### config.mk
export PLATFORM = sky130hd
export DESIGN_NAME = firmware_block_loader
export DESIGN_NICKNAME = d
export VERILOG_FILES = /design/src/rtl/core/flb_pkg.sv /design/src/rtl/core/firmware_block_loader.sv /design/src/rtl/core/flb_parser.sv /design/src/rtl/core/flb_out_queue.sv
export VERILOG_INCLUDE_DIRS = /design/src /design/src/rtl/core
export SDC_FILE = /design/constraint.sdc
export NUM_CORES = 1
export LEC_CHECK = 0
export ABC_AREA = 1
export BUFFER_PORTS_ARGS = -buffer_cell sky130_fd_sc_hd__buf_2
export CAP_MARGIN = 20
export CORE_MARGIN = 1.5
export CORE_UTILIZATION = 55
export DETAILED_ROUTE_END_ITERATION = 8
export PLACE_DENSITY = 0.75
export SYNTH_ARGS = -nofsm -noshare
export SYNTH_HDL_FRONTEND = slang
export SYNTH_SLANG_ARGS = --single-unit
### constraint.sdc
create_clock -name i_clk -period 16.45 [get_ports i_clk]
set_input_delay 0.8225 -clock i_clk [delete_from_list [all_inputs] [get_ports i_clk]]
set_output_delay 0.8225 -clock i_clk [all_outputs]
set_load 0.1 [all_outputs]
### src/rtl/core/assert_macros.svh
// assertion macros for the loader rtl
`ifndef ASSERT_MACROS_SVH
`define ASSERT_MACROS_SVH
`ifndef SYNTHESIS
// clocked check, disabled while reset is asserted
`define FLB_ASSERT(lbl, clk, rst_n, prop, msg) \
    lbl: assert property (@(posedge clk) disable iff (!rst_n) (prop)) else $error(msg);
// clocked check that also holds during reset
`define FLB_ASSERT_ALWAYS(lbl, clk, prop, msg) \
    lbl: assert property (@(posedge clk) (prop)) else $error(msg);
`else
`define FLB_ASSERT(lbl, clk, rst_n, prop, msg)
`define FLB_ASSERT_ALWAYS(lbl, clk, prop, msg)
`endif
`endif

### src/rtl/core/flb_pkg.sv
// shared types and constants of the firmware block loader
`timescale 1ns / 1ps
`default_nettype none

package flb_pkg;

    // result kinds
    localparam logic [2:0] KIND_WRITE   = 3'd0;
    localparam logic [2:0] KIND_DONE    = 3'd1;
    localparam logic [2:0] KIND_BAD_HDR = 3'd2;
    localparam logic [2:0] KIND_OVERRUN = 3'd3;
    localparam logic [2:0] KIND_EMPTY   = 3'd4;

    // device register addresses
    localparam logic [11:0] ADDR_HEADER  = 12'h364;
    localparam logic [11:0] ADDR_ADDRESS = 12'h368;
    localparam logic [11:0] ADDR_DATA    = 12'h36c;

    // tag placed in the top byte of the header write
    localparam logic [7:0] HDR_TAG = 8'hc0;

    // one queue entry: a result, plus a trailing run done when extra is set
    typedef struct packed {
        logic [2:0]  kind;
        logic [11:0] reg_addr;
        logic [31:0] write_data;
        logic [16:0] end_pos;
        logic        extra;
    } t_result;

endpackage

`default_nettype wire

### src/rtl/core/firmware_block_loader.sv
// top level of the firmware block loader
// a result is registered into the result queue and offered once the entries ahead of it are taken
// throughput: one input word per cycle while the result queue is not full; the final data
//   word of a run gives two results, a data write and then a run done
// input ready drops only while the two-entry result queue is full
// synchronous active-low reset: run idle, image length zero, queue empty
`timescale 1ns / 1ps
`default_nettype none

module firmware_block_loader #(
    parameter int MAX_IMAGE_WORDS = 65536
) (
    input  wire logic        i_clk,
    input  wire logic        i_rst_n,
    input  wire logic        i_cfg_we,
    input  wire logic [16:0] i_cfg_data,
    input  wire logic        i_valid,
    output logic             o_ready,
    input  wire logic        i_cmd,
    input  wire logic [16:0] i_start_pos,
    input  wire logic [7:0]  i_block_limit,
    input  wire logic [31:0] i_image_word,
    output logic             o_valid,
    input  wire logic        i_ready,
    output logic [2:0]       o_kind,
    output logic [11:0]      o_reg_addr,
    output logic [31:0]      o_write_data,
    output logic [16:0]      o_end_pos,
    output logic             o_last
);

    logic             w_full;
    logic             w_take;
    logic             w_wr;
    flb_pkg::t_result w_ent;

    // input transfer
    assign o_ready = !w_full;
    assign w_take  = i_valid && o_ready;

    flb_parser #(
        .MAX_IMAGE_WORDS(MAX_IMAGE_WORDS)
    ) u_parser (
        .i_clk         (i_clk),
        .i_rst_n       (i_rst_n),
        .i_cfg_we      (i_cfg_we),
        .i_cfg_data    (i_cfg_data),
        .i_take        (w_take),
        .i_cmd         (i_cmd),
        .i_start_pos   (i_start_pos),
        .i_block_limit (i_block_limit),
        .i_image_word  (i_image_word),
        .o_wr          (w_wr),
        .o_ent         (w_ent)
    );

    flb_out_queue u_queue (
        .i_clk        (i_clk),
        .i_rst_n      (i_rst_n),
        .i_wr         (w_wr),
        .i_ent        (w_ent),
        .o_full       (w_full),
        .o_valid      (o_valid),
        .i_ready      (i_ready),
        .o_kind       (o_kind),
        .o_reg_addr   (o_reg_addr),
        .o_write_data (o_write_data),
        .o_end_pos    (o_end_pos),
        .o_last       (o_last)
    );

endmodule

`default_nettype wire

### src/rtl/core/flb_parser.sv
// block parser: run state and per-word decode into result entries
`timescale 1ns / 1ps
`default_nettype none

module flb_parser #(
    parameter int MAX_IMAGE_WORDS = 65536
) (
    input  wire logic            i_clk,
    input  wire logic            i_rst_n,
    input  wire logic            i_cfg_we,
    input  wire logic [16:0]     i_cfg_data,
    input  wire logic            i_take,
    input  wire logic            i_cmd,
    input  wire logic [16:0]     i_start_pos,
    input  wire logic [7:0]      i_block_limit,
    input  wire logic [31:0]     i_image_word,
    output logic                 o_wr,
    output flb_pkg::t_result     o_ent
);

    localparam logic [1:0] PH_IDLE    = 2'd0;
    localparam logic [1:0] PH_HEADER  = 2'd1;
    localparam logic [1:0] PH_ADDRESS = 2'd2;
    localparam logic [1:0] PH_DATA    = 2'd3;

    // a MAX_IMAGE_WORDS above 17 bits of range never clamps
    localparam int CLAMP = (MAX_IMAGE_WORDS > 131071) ? 131071 : MAX_IMAGE_WORDS;
    localparam logic [16:0] CLAMP_W = 17'(CLAMP);

    logic [16:0] r_image_words;
    logic [1:0]  r_phase, n_phase;
    logic [16:0] r_pos, n_pos;
    logic [7:0]  r_wl, n_wl;
    logic [7:0]  r_bd, n_bd;
    logic [7:0]  r_limit, n_limit;

    logic [17:0] w_len;
    logic [7:0]  w_count;
    logic [16:0] w_pos_inc;

    // effective image length
    assign w_len = {1'b0, (r_image_words > CLAMP_W) ? CLAMP_W : r_image_words};
    assign w_count = i_image_word[7:0];
    assign w_pos_inc = r_pos + 17'd1;

    // next state and result for the item on the input
    always_comb begin
        n_phase = r_phase;
        n_pos   = r_pos;
        n_wl    = r_wl;
        n_bd    = r_bd;
        n_limit = r_limit;
        o_wr    = 1'b0;
        o_ent   = '0;
        if (i_take) begin
            if (!i_cmd) begin
                n_pos   = i_start_pos;
                n_limit = i_block_limit;
                n_bd    = 8'd0;
                n_wl    = 8'd0;
                if (w_len == 18'd0) begin
                    n_phase    = PH_IDLE;
                    o_wr       = 1'b1;
                    o_ent.kind = flb_pkg::KIND_EMPTY;
                end else if (!(({1'b0, i_start_pos} + 18'd3 <= w_len) &&
                               (i_block_limit != 8'd0))) begin
                    n_phase       = PH_IDLE;
                    o_wr          = 1'b1;
                    o_ent.kind    = flb_pkg::KIND_DONE;
                    o_ent.end_pos = i_start_pos;
                end else begin
                    n_phase = PH_HEADER;
                end
            end else begin
                unique case (r_phase)
                    PH_HEADER: begin
                        o_wr = 1'b1;
                        if (w_count == 8'd0 || i_image_word[31:8] != 24'd0) begin
                            n_phase    = PH_IDLE;
                            o_ent.kind = flb_pkg::KIND_BAD_HDR;
                        end else if ({1'b0, r_pos} + 18'd2 + {10'd0, w_count} > w_len) begin
                            n_phase    = PH_IDLE;
                            o_ent.kind = flb_pkg::KIND_OVERRUN;
                        end else begin
                            n_wl             = w_count;
                            n_pos            = w_pos_inc;
                            n_phase          = PH_ADDRESS;
                            o_ent.kind       = flb_pkg::KIND_WRITE;
                            o_ent.reg_addr   = flb_pkg::ADDR_HEADER;
                            o_ent.write_data = {flb_pkg::HDR_TAG, 16'd0, w_count - 8'd1};
                        end
                    end
                    PH_ADDRESS: begin
                        n_pos            = w_pos_inc;
                        n_phase          = PH_DATA;
                        o_wr             = 1'b1;
                        o_ent.kind       = flb_pkg::KIND_WRITE;
                        o_ent.reg_addr   = flb_pkg::ADDR_ADDRESS;
                        o_ent.write_data = i_image_word;
                    end
                    PH_DATA: begin
                        n_pos            = w_pos_inc;
                        n_wl             = r_wl - 8'd1;
                        o_wr             = 1'b1;
                        o_ent.kind       = flb_pkg::KIND_WRITE;
                        o_ent.reg_addr   = flb_pkg::ADDR_DATA;
                        o_ent.write_data = i_image_word;
                        if (n_wl == 8'd0) begin
                            n_bd = r_bd + 8'd1;
                            if (({1'b0, w_pos_inc} + 18'd3 <= w_len) && (n_bd < r_limit)) begin
                                n_phase = PH_HEADER;
                            end else begin
                                // last block: data write followed by run done
                                n_phase       = PH_IDLE;
                                o_ent.extra   = 1'b1;
                                o_ent.end_pos = w_pos_inc;
                            end
                        end
                    end
                    PH_IDLE: begin
                        // word with no run open is dropped
                        o_wr = 1'b0;
                    end
                endcase
            end
        end
    end

    // config register and run state
    always_ff @(posedge i_clk) begin
        if (!i_rst_n) begin
            r_image_words <= 17'd0;
            r_phase       <= PH_IDLE;
            r_pos         <= 17'd0;
            r_wl          <= 8'd0;
            r_bd          <= 8'd0;
            r_limit       <= 8'd0;
        end else begin
            if (i_cfg_we) begin
                r_image_words <= i_cfg_data;
            end
            r_phase <= n_phase;
            r_pos   <= n_pos;
            r_wl    <= n_wl;
            r_bd    <= n_bd;
            r_limit <= n_limit;
        end
    end

endmodule

`default_nettype wire

### src/rtl/core/flb_out_queue.sv
// two-entry result queue that unpacks a trailing run done
`timescale 1ns / 1ps
`default_nettype none
`include "assert_macros.svh"

module flb_out_queue (
    input  wire logic             i_clk,
    input  wire logic             i_rst_n,
    input  wire logic             i_wr,
    input  wire flb_pkg::t_result i_ent,
    output logic                  o_full,
    output logic                  o_valid,
    input  wire logic             i_ready,
    output logic [2:0]            o_kind,
    output logic [11:0]           o_reg_addr,
    output logic [31:0]           o_write_data,
    output logic [16:0]           o_end_pos,
    output logic                  o_last
);

    flb_pkg::t_result r_ent [2];
    logic             r_wp, r_rp;
    logic [1:0]       r_cnt;
    logic             r_sub;

    flb_pkg::t_result w_head;
    logic             w_xfer;
    logic             w_pop;
    logic             w_first_half;

    assign w_head       = r_ent[r_rp];
    assign o_full       = (r_cnt == 2'd2);
    assign o_valid      = (r_cnt != 2'd0);
    assign w_xfer       = o_valid && i_ready;
    assign w_first_half = w_head.extra && !r_sub;
    assign w_pop        = w_xfer && !w_first_half;

    // output fields from the head entry
    always_comb begin
        if (r_sub) begin
            o_kind       = flb_pkg::KIND_DONE;
            o_reg_addr   = 12'd0;
            o_write_data = 32'd0;
            o_end_pos    = w_head.end_pos;
            o_last       = 1'b1;
        end else begin
            o_kind       = w_head.kind;
            o_reg_addr   = w_head.reg_addr;
            o_write_data = w_head.write_data;
            o_end_pos    = w_head.extra ? 17'd0 : w_head.end_pos;
            o_last       = !w_head.extra;
        end
    end

    // entry storage
    always_ff @(posedge i_clk) begin
        if (i_wr) begin
            r_ent[r_wp] <= i_ent;
        end
    end

    // pointers, fill count and second-half flag
    always_ff @(posedge i_clk) begin
        if (!i_rst_n) begin
            r_wp  <= 1'b0;
            r_rp  <= 1'b0;
            r_cnt <= 2'd0;
            r_sub <= 1'b0;
        end else begin
            if (i_wr) begin
                r_wp <= !r_wp;
            end
            if (w_pop) begin
                r_rp  <= !r_rp;
                r_sub <= 1'b0;
            end else if (w_xfer) begin
                r_sub <= 1'b1;
            end
            r_cnt <= r_cnt + {1'b0, i_wr} - {1'b0, w_pop};
        end
    end

    `FLB_ASSERT_ALWAYS(a_cnt_range, i_clk, !i_rst_n || r_cnt != 2'd3, "queue count out of range")
    `FLB_ASSERT(a_no_wr_full, i_clk, i_rst_n, i_wr |-> !o_full, "write into full queue")
    `FLB_ASSERT(a_sub_head, i_clk, i_rst_n, r_sub |-> (o_valid && w_head.extra),
                "second half without an extended head entry")
    `FLB_ASSERT(a_sub_after_first, i_clk, i_rst_n, $rose(r_sub) |-> $past(w_xfer),
                "second half started without a transfer")

endmodule

`default_nettype wire
Word level (Yosys, flattened, before mapping)
Memories as Yosys holds them, arrays and structs flattened. A register that Yosys moved wholly into a read port is not among the register bits.
Index checks and enable logic that the tools add are counted.
Storage, ports and cells
  bits in registers: 65
  bits in latches: 0
  memory bits (writable): 130
  ROM bits: 0
  bits of input ports: 80
  output and inout bits: 67
  word-level logic and storage cells: 120
  memories: 1
Memories
  u_queue.r_ent: depth 2, width 65, rd ports 1, clocked after memory_dff 1, write ports 1, line flb_out_queue.sv:21  | flb_pkg::t_result r_ent [2];
Operators by class
  add/subtract/negate cells: 10
  multiply operators: 0
  divide/modulo/power cells: 0
  magnitude comparators: 5
  eq/ne operators: 12
  shifts and indexed selects: 0
  mux-type cells: 52
  bitwise gates (word level): 2
  reductions and logical operators: 28
Operators with widths (number)
  $mux W17: 9
  $pmux W47 S3: 1
  $mux W44: 2
  $mux W65: 1
  $add A17 B2 Y18 const B: 3
  $mux W18: 3
  $mux W8: 6
  $mux W42: 1
  $le A18 B17 Y1: 2
  $pmux W17 S2: 1
  $mux W32: 1
  $reduce_bool A24 Y1: 1
  $add A18 B8 Y18: 1
  $gt A18 B17 Y1: 1
  $logic_not A18 Y1: 1
  $add A17 B1 Y17 const B: 1
  $gt A17 B17 Y1 const B: 1
  $logic_not A8 Y1: 2
  $pmux W8 S2: 1
  $sub A8 B1 Y8 const B: 2
  $mux W2: 7
  $mux W1: 13
  $mux W12: 1
  $mux W3: 3
  25 further kinds: 44

Logic depth before layout (Yosys ltp)
  depth after elaboration: 10
  depth in mapped cells: 27
  gate-level depth less buffers: 27

By module
From an unflattened synthesis, not the netlist that was laid out.
Second synthesis, totals
  cell total of the unflattened synthesis: 1528
  area total of the unflattened synthesis: 12228.0 um2
Modules (own cells, without submodules)
  flb_parser: times used 1, cells an instance 1103, area an instance 6959.2 um2, sequential area each 1201.2 um2
  flb_out_queue: times used 1, cells an instance 422, area an instance 5255.0 um2, sequential area each 4023.9 um2
  firmware_block_loader: times used 1, cells an instance 3, area an instance 13.8 um2, sequential area each 0.0 um2

Worst setup path before layout
OpenSTA, ideal clock, no wires.
  path kind: input-to-reg
  start point: input i_start_pos[0]
  end point: memory u_queue.r_ent[1][0] in the netlist's numbering (enable)
  library setup time: 472 ps
  arrival: 5429 ps
  slack: 10549 ps
  stages: 19
  buffers on the path: 0
  path through: inv_1 > ha_1 > nor3_1 > nand3_1 > nor2_1 > nand3_1 > nor2_1 > nand3_1 > nor2_1 > xor2_1 > ha_1 > nand3_1 > nor3_1 > nand2_1 > nand2_1 > nand2_1 > nand4_1 > nand2_1 > nor2_1
On the way
  word-level cells in the longest chain between the ends: 9
Ends and longest elaborated chain
  from (decl): line firmware_block_loader.sv:20  | input wire logic [16:0] i_start_pos,
  $add A17 B2 Y18: line flb_parser.sv:65  | end else if (!(({1'b0, i_start_pos} + 18'd3 <= w_len) &&
  $le A18 B17 Y1: line flb_parser.sv:65
  $logic_and A1 B1 Y1: line flb_parser.sv:65
  $mux W1: line flb_parser.sv:65
  $mux W1: line flb_parser.sv:61  | if (w_len == 18'd0) begin
  $mux W1: line flb_parser.sv:56  | if (!i_cmd) begin
  $mux W1: line flb_parser.sv:55  | if (i_take) begin
  $mux W1: line flb_out_queue.sv:57  | if (i_wr) begin
  $mux W1 (not written as such): line flb_out_queue.sv:58  | r_ent[r_wp] <= i_ent;
  to (decl): line flb_out_queue.sv:21
Every way passes these cells.

Worst setup path after layout
  start point: register u_parser.r_image_words[12]
  end point: memory u_queue.r_ent[1][5] in the netlist's numbering (enable)
On the way
  word-level cells in the longest chain between the ends: 10
Ends and longest elaborated chain
  from (decl): line flb_parser.sv:30  | logic [16:0] r_image_words;
  from (signal assigned): line flb_parser.sv:140  | r_image_words <= i_cfg_data;
  $gt A17 B17 Y1: line flb_parser.sv:42  | assign w_len = {1'b0, (r_image_words > CLAMP_W) ? CLAMP_W : r_image_words};
  $mux W17 (*): line flb_parser.sv:42
  $le A18 B17 Y1: line flb_parser.sv:65
  $logic_and A1 B1 Y1: line flb_parser.sv:65
  $mux W1: line flb_parser.sv:65
  $mux W1 (*): line flb_parser.sv:61
  $mux W1 (*): line flb_parser.sv:56
  $mux W1 (*): line flb_parser.sv:55
  $mux W1 (*): line flb_out_queue.sv:57
  $mux W1 (not written as such) (*): line flb_out_queue.sv:58
Every way passes the cells marked *; elsewhere a longest branch is shown, timed or not.

==> impl_metrics.env <==
export IMPL_status="finished, final reports clean"
export IMPL_pin_count=147
export IMPL_required_ns=16.52
export IMPL_drc=0
export IMPL_via_per_inst=5.298
export IMPL_relSlewSlack=0.2998
export IMPL_crit_end="u_queue.r_ent[1][5]"
export IMPL_crit_type="flop to flop"
export IMPL_drtPass1Iterations=5
export IMPL_cts_tree="yes"
export IMPL_grt_overflow=0
export IMPL_power_frac_seq=0.277
export IMPL_clkTransAtPathRegs_ns=0.07
export IMPL_ys_ff_latch=178
export IMPL_grt_total_usage=0.2758
export IMPL_route_vias_total=10014
export IMPL_die_area_um2=21860
export IMPL_holdBufCountCts=0
export IMPL_r2r_end="u_queue.r_ent[1][5]"
export IMPL_start_util=0.5647
export IMPL_synth_top_area_frac=0.2915
export IMPL_synthArstFlopShare=0
export IMPL_cts_root_buffer="clkbuf_16"
export IMPL_layout_nets=1771
export IMPL_dp_hpwl_mm=22.13
export IMPL_portBuffers=140
export IMPL_max_slew_worst_pin_slew_ns=1.048
export IMPL_rows=52
export IMPL_cts_max_path_buffers=2
export IMPL_multi_input_area_um2=5901
export IMPL_yosysSeqAreaShare=0.4060
export IMPL_r2r_start="u_parser.r_image_words[12]"
export IMPL_setup_viol=0
export IMPL_dieHeight_um=147.8
export IMPL_worst_path_stages=19
export IMPL_ff2ff_path_depth=19
export IMPL_slowest_stage="buf_4"
export IMPL_cp_start_kind="flop"
export IMPL_synth_area_leader_cell="edfxtp_1"
export IMPL_p_clk_frac=0.222
export IMPL_routed_wl_mm=29.98
export IMPL_crit_start="u_parser.r_image_words[12]"
export IMPL_leakage_nw=6.247
export IMPL_final_hold_violation_count=0
export IMPL_critPathMaxStageDelay_ns=0.62
export IMPL_drv_slew=0
export IMPL_grt_start_max_net_pins=59
export IMPL_r2r_slack_ns=11.92
export IMPL_path_cells="or2_2 > nor4_1 > nand2_1 > nand2_1 > nand2_1 > ha_1 > nand2_1 > nor2_1 > o21ai_0 > nand3_1 > nand2_1 > nand2_1 > nand2_1 > nand2_1 > nand2_1 > nand4_1 > nand2_1 > nor2_4 > buf_4"
export IMPL_globalplace_congestion=0.9843
export IMPL_synth_area_top_cells="edfxtp_1 (29%), dfxtp_1 (11%), nand2_1 (11%)"
export IMPL_drtIter0Drc=828
export IMPL_cts_setup_buffers=0
export IMPL_num_fill_cells=1789
export IMPL_skew_ns=0.01405
export IMPL_drive_gt1_frac=0.1489
export IMPL_ys_flop_type="edfxtp_1"
export IMPL_mostFrequentLayoutCells="nand2_1 (336), nor2_1 (250), inv_1 (182)"
export IMPL_synth_edf_count=112
export IMPL_coreArea_um2=20430
export IMPL_p_int_mw=0.9389
export IMPL_yosysWarnings=0
export IMPL_critPathMaxFanout=57
export IMPL_cts_num_sinks=178
export IMPL_seq_area_um2=4684
export IMPL_period_needed_ns=4.529
export IMPL_fmax_mhz=220.8
export IMPL_hp_class="flop to flop"
export IMPL_grt_pass1_wl_mm=47.20
export IMPL_wl_per_cell_um=15.86
export IMPL_synth_area_per_cell_um2=7.738
export IMPL_syn2layout_area_growth_pct=12.72
export IMPL_pwr_share_comb=0.500
export IMPL_rsz0062_at_grt="false"
export IMPL_switchingPower_mw=1.021
export IMPL_h_tree_depth=4
export IMPL_syn_cell_area_um2=11540
export IMPL_clk_latency_ns=0.44
export IMPL_antenna_found_initial=0
export IMPL_syn_inst=1491
export IMPL_crit_top_cell="nand2_1"
export IMPL_path_buf_inv=1
export IMPL_min_from="u_queue.r_rp"
export IMPL_cpLargestDelayFamily="simple AND/OR/NAND/NOR gates"
export IMPL_power_mw=1.960
export IMPL_ys_types=53
export IMPL_setup_worst_path_end_class="flop"
export IMPL_drtAntennaViolNets=0
export IMPL_min_period_over_period=0.2753
export IMPL_power_density_nw_per_um2=150.7
export IMPL_worstPathArrival_ns=4.60
export IMPL_grt_pass1_vias=9217
export IMPL_die_w_um=147.8
export IMPL_final_common_cell="nand2_1"
export IMPL_tns_ns=0
export IMPL_cts_buffers=17
export IMPL_cap_violations=0
export IMPL_ir_drop_mv=0.08809
export IMPL_ctsResizeCount=0
export IMPL_swShare=0.5210
-- cells in the mapped netlist, types with 3 or more instances --
cell type and count:
o21bai_1 10, a21oi_2 11, ha_1 84, nor2_4 5, nor3_2 5, edfxtp_1 112, xor2_1 45, xor2_2 3
nand4_1 22, nor3_1 16, nand2_1 336, buf_4 14, dfxtp_1 66, inv_1 182, nand3b_1 9, nor2_2 5
clkbuf_1 34, nand3_1 47, inv_2 3, o21ai_0 76, nor4_1 9, nand3_2 15, o22ai_1 5, o21ai_1 4
nand2_4 3, nor2_1 252, a21oi_1 68, buf_1 4, nand2_2 6, xnor2_1 11
-- metal layers --
metal	part of all wire	global-route usage	vias to the layer above
li1	-	-	5055
met1	0.45	0.3902	4518
met2	0.45	0.4348	393
met3	0.076	0.04444	48
met4	0.024	0.08564	0
met5	0	0	-
-- how the worst min path moves through the flow --
stage                                endpoint  cells past startpoint
final                            u_queue.r_rp                      1
after global routing      u_parser.r_limit[1]                      2
after CTS                                flop                      1
after detailed placement                 flop                      1
after global placement           u_queue.r_rp                      1
after floorplan           u_parser.r_limit[0]                      2
-- power groups by stage --
stage | Sequential [mW] | Clock (mW) | Combinational (mW)
global placement | 0.551 | 0 | 0.966
global route | 0.547 | 0.455 | 1.05
CTS | 0.542 | 0.437 | 0.979
detailed placement | 0.552 | 0 | 0.976
finish | 0.543 | 0.436 | 0.981
floorplan | 0.545 | 0 | 0.818
-- registers in the layout, indices dropped and copies added, names as in the netlist, named ones only --
| signal | cells |
|---|---|
| u_queue.r_sub | 1 |
| u_parser.r_image_words | 17 |
| u_parser.r_phase | 2 |
| u_queue.r_cnt | 2 |
| u_queue.r_wp | 1 |
| u_queue.r_rp | 1 |
| u_queue.r_ent | 112 |
| u_parser.r_wl | 8 |
| u_parser.r_bd | 8 |
| u_parser.r_pos | 17 |
| u_parser.r_limit | 8 |
-- cells by family after synthesis --
group	share of synthesized area
fa+ha+maj	0.09283
xor+xnor	0.04674
simple gates	0.2773
compound gates	0.09131
buf+inv	0.08546
flops	0.4060
other cells	0.0003250
-- cell type report --
type / instances / share of cell area
multi-input combinational: 1076 / 0.4537
sequential: 178 / 0.3602
timing repair buffer: 146 / 0.05734
inverter: 187 / 0.05397
clock buffer: 17 / 0.03271
tap: 270 / 0.02598
clock inverter: 15 / 0.01587
antenna: 1 / 0.0001924
-- stage by stage --
| step | hold WS [ns] | util | cells | setup slack (ns) | cell area [um2] |
|---|---|---|---|---|---|
| CTS | 0.4625 | 0.6365 | 1889 | 11.96 | 13000 |
| floorplan | 0.4238 | - | 1496 | 10.55 | 11560 |
| detailed placement | 0.4524 | 0.6055 | 1857 | 11.55 | 12370 |
| finish | 0.4633 | 0.6366 | 1890 | 11.92 | 13010 |
| global route | 0.4865 | 0.6365 | 1889 | 11.56 | 13000 |
| global placement | 0.4373 | 0.6055 | 1857 | 11.73 | 12370 |
Power figures use the tool's default switching activity.
